$ cat config.mk
export PLATFORM = sky130hd
export DESIGN_NAME = sem_chan
export DESIGN_NICKNAME = d
export VERILOG_FILES = /design/src/hdl/sem_pkg.sv /design/src/hdl/sem_chan.sv
export SDC_FILE = /design/constraint.sdc
export NUM_CORES = 1
export LEC_CHECK = 0
export BUFFER_PORTS_ARGS = -buffer_cell sky130_fd_sc_hd__buf_2
export CAP_MARGIN = 15
export CORE_UTILIZATION = 50
export CTS_CLUSTER_SIZE = 24
export DETAILED_ROUTE_END_ITERATION = 16
export GPL_ROUTABILITY_DRIVEN = 1
export PLACE_DENSITY_LB_ADDON = 0.12
export SETUP_SLACK_MARGIN = 0.3
export SLEW_MARGIN = 25
export SYNTH_ARGS = -nofsm -noshare
export SYNTH_HDL_FRONTEND = slang
export SYNTH_SLANG_ARGS = --single-unit
$ cat constraint.sdc
create_clock -name clk_i -period 9.27 [get_ports clk_i]
set_input_delay 2.3175 -clock clk_i [delete_from_list [all_inputs] [get_ports clk_i]]
set_output_delay 2.3175 -clock clk_i [all_outputs]
set_load 0.005 [all_outputs]
$ cat src/hdl/sem_pkg.sv
// ----------------------------------------------------------------------------
// sem_pkg
// Shared constants and types for the RGB Sobel edge magnitude core.
// ----------------------------------------------------------------------------
`default_nettype none

package sem_pkg;

  localparam int unsigned MAX_WIDTH  = 1024;
  localparam int unsigned MAX_HEIGHT = 1024;
  localparam int unsigned COL_W      = $clog2(MAX_WIDTH);
  localparam int unsigned DIM_W      = 11;
  localparam int unsigned CNT_W      = 21;
  localparam int unsigned PIX_W      = 24;
  localparam int unsigned CFG_IDX_W  = 2;

  localparam logic [CFG_IDX_W-1:0] REG_FRAME_WIDTH  = 2'd0;
  localparam logic [CFG_IDX_W-1:0] REG_FRAME_HEIGHT = 2'd1;

  localparam logic OP_PIXEL = 1'b0;
  localparam logic OP_DRAIN = 1'b1;

  localparam logic [20:0] MAG_SAT_LIMIT = 21'd65280;

  typedef struct packed {
    logic       grad;
    logic       sq;
    logic       step;
    logic [7:0] root_bit;
  } sem_ctrl_t;

  function automatic logic [DIM_W-1:0] clamp_dim(input logic [DIM_W-1:0] v,
                                                 input logic [DIM_W-1:0] hi);
    logic [DIM_W-1:0] r;
    if (v == '0) begin
      r = DIM_W'(1);
    end else if (v > hi) begin
      r = hi;
    end else begin
      r = v;
    end
    return r;
  endfunction

endpackage

`default_nettype wire

$ cat src/hdl/sem_chan.sv
// ----------------------------------------------------------------------------
// sem_chan
// One color channel: Sobel gradients, sum of squares, bit-serial rounded
// square root saturated at 255.
// ----------------------------------------------------------------------------
`default_nettype none

module sem_chan (
  input  wire logic                clk_i,
  input  wire logic                rst_ni,
  input  wire sem_pkg::sem_ctrl_t  ctrl_i,
  input  wire logic [8:0][7:0]     pix_i,
  output logic [7:0]               mag_o
);

  logic [9:0]  ax_q, ay_q;
  logic [20:0] s_q;
  logic [7:0]  n_q;

  logic signed [12:0] gx, gy;
  logic [9:0]  ax_d, ay_d;
  logic [7:0]  t;
  logic [15:0] tt;
  logic [16:0] nn;

  always_comb begin
    gx = 13'(signed'({5'd0, pix_i[2]})) - 13'(signed'({5'd0, pix_i[0]}))
       + 13'(signed'({4'd0, pix_i[5], 1'b0})) - 13'(signed'({4'd0, pix_i[3], 1'b0}))
       + 13'(signed'({5'd0, pix_i[8]})) - 13'(signed'({5'd0, pix_i[6]}));
    gy = 13'(signed'({5'd0, pix_i[6]})) - 13'(signed'({5'd0, pix_i[0]}))
       + 13'(signed'({4'd0, pix_i[7], 1'b0})) - 13'(signed'({4'd0, pix_i[1], 1'b0}))
       + 13'(signed'({5'd0, pix_i[8]})) - 13'(signed'({5'd0, pix_i[2]}));
    ax_d = gx[12] ? 10'(-gx) : gx[9:0];
    ay_d = gy[12] ? 10'(-gy) : gy[9:0];
    t    = n_q | ctrl_i.root_bit;
    tt   = 16'(t) * 16'(t);
    nn   = 17'(n_q) * 17'(n_q) + 17'(n_q);
  end

  always_ff @(posedge clk_i) begin
    if (ctrl_i.grad) begin
      ax_q <= ax_d;
      ay_q <= ay_d;
    end
    if (ctrl_i.sq) begin
      s_q <= 21'(ax_q) * 21'(ax_q) + 21'(ay_q) * 21'(ay_q);
    end
  end

  always_ff @(posedge clk_i or negedge rst_ni) begin
    if (!rst_ni) begin
      n_q <= '0;
    end else if (ctrl_i.sq) begin
      n_q <= '0;
    end else if (ctrl_i.step && (21'(tt) <= s_q)) begin
      n_q <= t;
    end
  end

  always_comb begin
    if (s_q > sem_pkg::MAG_SAT_LIMIT) begin
      mag_o = 8'd255;
    end else if (s_q > 21'(nn)) begin
      mag_o = n_q + 8'd1;
    end else begin
      mag_o = n_q;
    end
  end

endmodule

`default_nettype wire

==> key figures <==
STA
  – Final hold violation count: 0
  – Unrepaired setup endpoints after global routing: false
  – Maximum clock frequency: 0.1140 GHz
  – Smallest hold slack: 725.5 ps
  – Setup clock skew after layout: 8.342 ps
  – Actual transition at the worst max-transition pin: 730.3 ps
  – Period utilisation layout: 94.62%
  – Final setup violation count: 0
  – Post-Route Setup TNS: 0 ps
  – Slack of the critical path: 498.4 ps
  – Relative slew slack: 51.10%
  – Time the final worst path needs with I/O delays and setup: 8772 ps
  – Max-slew violations: 0

Layout
  – Area used by multi-input combinational logic: 11860 sq um
  – Final Net Count: 2273
  – Number of antenna repair diodes: 0
  – Sequential cell area: 1438 sq um
  – Number of fill cells: 2692
  – Non-Filler Cell Area, Final: 16300 sq um
  – Growth of design area from synthesis to finish: 10.75%
  – Fraction of layout instances using a drive strength above 1: 11.35%

Flow run
  – Number of maximum-capacitance constraint violations: 0

Place
  – Last weighted congestion value of the routability-driven placer: 0.8556
  – HPWL after detailed placement: 26890 microns
  – Worst slack, placed: 155.0 ps
  – Port bufs: 84
  – Placed standard-cell area: 15610 sq um

CTS
  – Insertion delay of the later-clocked pin in the worst-skew pair: 300 ps
  – Clock-pin slew reported for the worst setup and hold paths after clock tree synthesis: 70 ps
  – Hold bufs inserted after CTS: 0
  – Number of buffers inserted during clock tree synthesis: 5
  – TritonCTS clock tree: done
  – Number of buffers on the longest clock path: 2
  – CTS H-Tree Depth: 2
  – CTS sink cnt: 49
  – CTS Root Buffer Type: sky130_fd_sc_hd__clkbuf_16

Synthesis
  – Share of the synthesized area in the top cell type: 32.09%
  – Fraction of the mapped netlist area in compound gates: 9.791%
  – Proportion of synthesized flip-flops having asynchronous set or reset: 16.33%
  – Top cell type by total area after synthesis: sky130_fd_sc_hd__fa_1
  – Multiplexer share of the synthesized area: 0.5099%
  – Cell count after synthesis: 1612
  – Count of flip-flops with a built-in enable after synthesis: 41
  – Post-synthesis adder-cell area fraction: 52.07%
  – Flops & latches, synth: 49
  – Synthesized cell area: 14720 sq um
  – Post-synthesis share of cell area spent on xor and xnor gates: 5.473%
  – Sequential fraction of the synthesis area: 9.723%
  – Flip-flop cell with the highest count after synthesis: sky130_fd_sc_hd__edfxtp_1
  – Warning count from the yosys run: 0
  – Mapped Avg Cell Area: 9.133 sq um
  – Cell variety after synth: 60
  – Simple-gate share of the synthesized area: 11.16%
  – Cells taking the most area after synthesis: sky130_fd_sc_hd__fa_1 (32%), sky130_fd_sc_hd__ha_1 (20%), sky130_fd_sc_hd__inv_1 (11%), sky130_fd_sc_hd__edfxtp_1 (8.4%), sky130_fd_sc_hd__xnor2_1 (3.6%)
  – Syn nets: 2168
  – Dominant combinational cell family by area after synthesis: adder cells

Drt
  – Met3 Routed Length: 687 microns
  – Via-to-Cell Ratio: 5.103
  – Met1 Wirelength: 13990 microns
  – Post-route DRC: 0
  – Drt first pass iters: 5
  – Final Routed Wirelength: 30470 microns
  – Wirelength per Cell: 14.49 microns
  – Top sig layer: met4
  – Met2 wirelength from detailed routing: 15240 microns
  – DRT iter0 DRCs: 404
  – Antenna Violating Nets Remaining: 0
  – Total number of vias: 10730

GRT
  – Overall routing resource usage: 21.49%
  – Antenna violations before repair: 0
  – Vias in the first global route: 11450
  – Maximum number of pins on one net before global-route repair: 24
  – Global-route congestion overflow total: 0
  – Wire length of the first global-routing pass: 53480 microns

Run status
  – Result of the run: finished clean

Min path
  – Hold Path Stages: 2
  – Kind of path behind the tightest hold check: reg2reg

Critical path
  – Critical path capture point type: output port
  – Worst EP required: 6950 ps
  – Worst Path Max Fanout: 6
  – Critical path's top delay family: adder cells
  – Data arrival, critical path: 6450 ps
  – Number of stages on the worst setup path: 26
  – Critical Path Start Type: flop
  – Slowest stage delay, CP: 540 ps
  – R2R depth: 28
  – Slowest stage cell, crit path: sky130_fd_sc_hd__fa_1
  – Worst path bufs/invs: 5
  – Type of the worst setup path: reg2out

Floorplan
  – Initial standard-cell utilization of the core: 51.01%
  – Placeable core region: 28860 sq um
  – Width of the die: 173.6 microns
  – Boundary pin count: 93
  – Die boundary height: 173.6 microns
  – Row cnt: 62
  – Area enclosed by the die boundary: 30130 sq um
-- cell usage in the layout, fill, tap and decap left out, drive strengths merged, types with 4 or more instances in the layout --
master and count:
nor2b 15, xnor2 60, nor3 17, o21a 10
a211oi 10, xor2 32, o22ai 6, nand2 89
clkbuf 6, fa 236, inv 415, nor4 7
or3 7, edfxtp 41, ha 235, nor2 85
a21o 37, mux2 4, nand2b 9, buf 125
a31oi 10, o211ai 5, a22o 9, o21ai 40
dfrtp 8, o31ai 7, a21oi 51, nand3 15
o21bai 7, and2 54, or2 4, and3 10
nand4 11
-- cell usage after synthesis, types with 7 or more instances --
cell type / count
sky130_fd_sc_hd__nand4_1: 11
sky130_fd_sc_hd__nand2_1: 89
sky130_fd_sc_hd__fa_1: 236
sky130_fd_sc_hd__a211oi_1: 10
sky130_fd_sc_hd__a22o_1: 9
sky130_fd_sc_hd__edfxtp_1: 41
sky130_fd_sc_hd__a21o_1: 37
sky130_fd_sc_hd__dfrtp_1: 8
sky130_fd_sc_hd__and2_1: 54
sky130_fd_sc_hd__nor4_1: 7
sky130_fd_sc_hd__nand3_1: 15
sky130_fd_sc_hd__o31ai_1: 7
sky130_fd_sc_hd__a31oi_1: 10
sky130_fd_sc_hd__a21oi_1: 51
sky130_fd_sc_hd__ha_1: 235
sky130_fd_sc_hd__o21a_1: 10
sky130_fd_sc_hd__clkbuf_1: 26
sky130_fd_sc_hd__xor2_1: 32
sky130_fd_sc_hd__nand2b_1: 9
sky130_fd_sc_hd__inv_1: 413
sky130_fd_sc_hd__o21ai_0: 40
sky130_fd_sc_hd__or3_1: 7
sky130_fd_sc_hd__nor3_1: 17
sky130_fd_sc_hd__and3_1: 10
sky130_fd_sc_hd__xnor2_1: 60
sky130_fd_sc_hd__nor2b_1: 15
sky130_fd_sc_hd__nor2_1: 85
-- through the flow --
stage                     instances  utilization, %
after floorplan                1612               -
after global routing           2102           56.50
after detailed placement       2065           54.11
final                          2102           56.50
after global placement         2065           54.11
after CTS                      2078           55.15
-- final timing paths --
kind | start | to | slack (ps)
setup / recovery | n_q[0] | mag_o[4] | 500
hold / removal | n_q[5] | n_q[5] | 730
setup reg to reg | n_q[3] | n_q[4] | 2400
hold reg to reg | n_q[5] | n_q[5] | 730
max in group asynchronous | rst_ni | n_q[2] | 7250
min in group asynchronous | rst_ni | n_q[4] | 1840
-- per-layer routing --
| layer | GRT usage (%) | vias to the layer above |
|---|---|---|
| met3 | 1.711 | 35 |
| met4 | 5.044 | 0 |
| met5 | 0 | - |
| met1 | 28.32 | 5197 |
| met2 | 38.35 | 161 |
| li1 | - | 5333 |
-- flip-flops by register name (all words and copies together) (netlist names) --
| register | count |
|---|---|
| s_q | 21 |
| ax_q | 10 |
| n_q | 8 |
| ay_q | 10 |
-- worst min-delay path, cell delays in order (launching register included) --
cell	delay [ps]
sky130_fd_sc_hd__dfrtp_2	430
sky130_fd_sc_hd__buf_4	140
sky130_fd_sc_hd__a22o_1	130
-- what timing repair did --
action	CTS	global route
gates resized for setup	16	57
setup buffers	5	24
endpoints found under the setup margin	8	8
pin swaps	8	41
endpoints found under the hold margin	0	0
-- layout make-up --
type / instances / area share [%]
Clock buffer: 5 / 0.7674
Clock inverter: 3 / 0.4221
Inverter: 414 / 9.546
Multi-Input combinational cell: 1121 / 72.75
Sequential cell: 49 / 8.817
Tap cell: 384 / 2.947
Timing Repair Buffer: 126 / 4.750
-- cells by family after synthesis --
group,after synthesis
adders and majority gates,471
buffers and inverters,442
and+or+nand+nor,335
DFF,49
muxes,7
xor gates and xnor gates,92
AOI/OAI and AO/OA,216
Power is not shown: default switching activity piles up to over one toggle a cycle in this logic, so the estimate is an artifact.
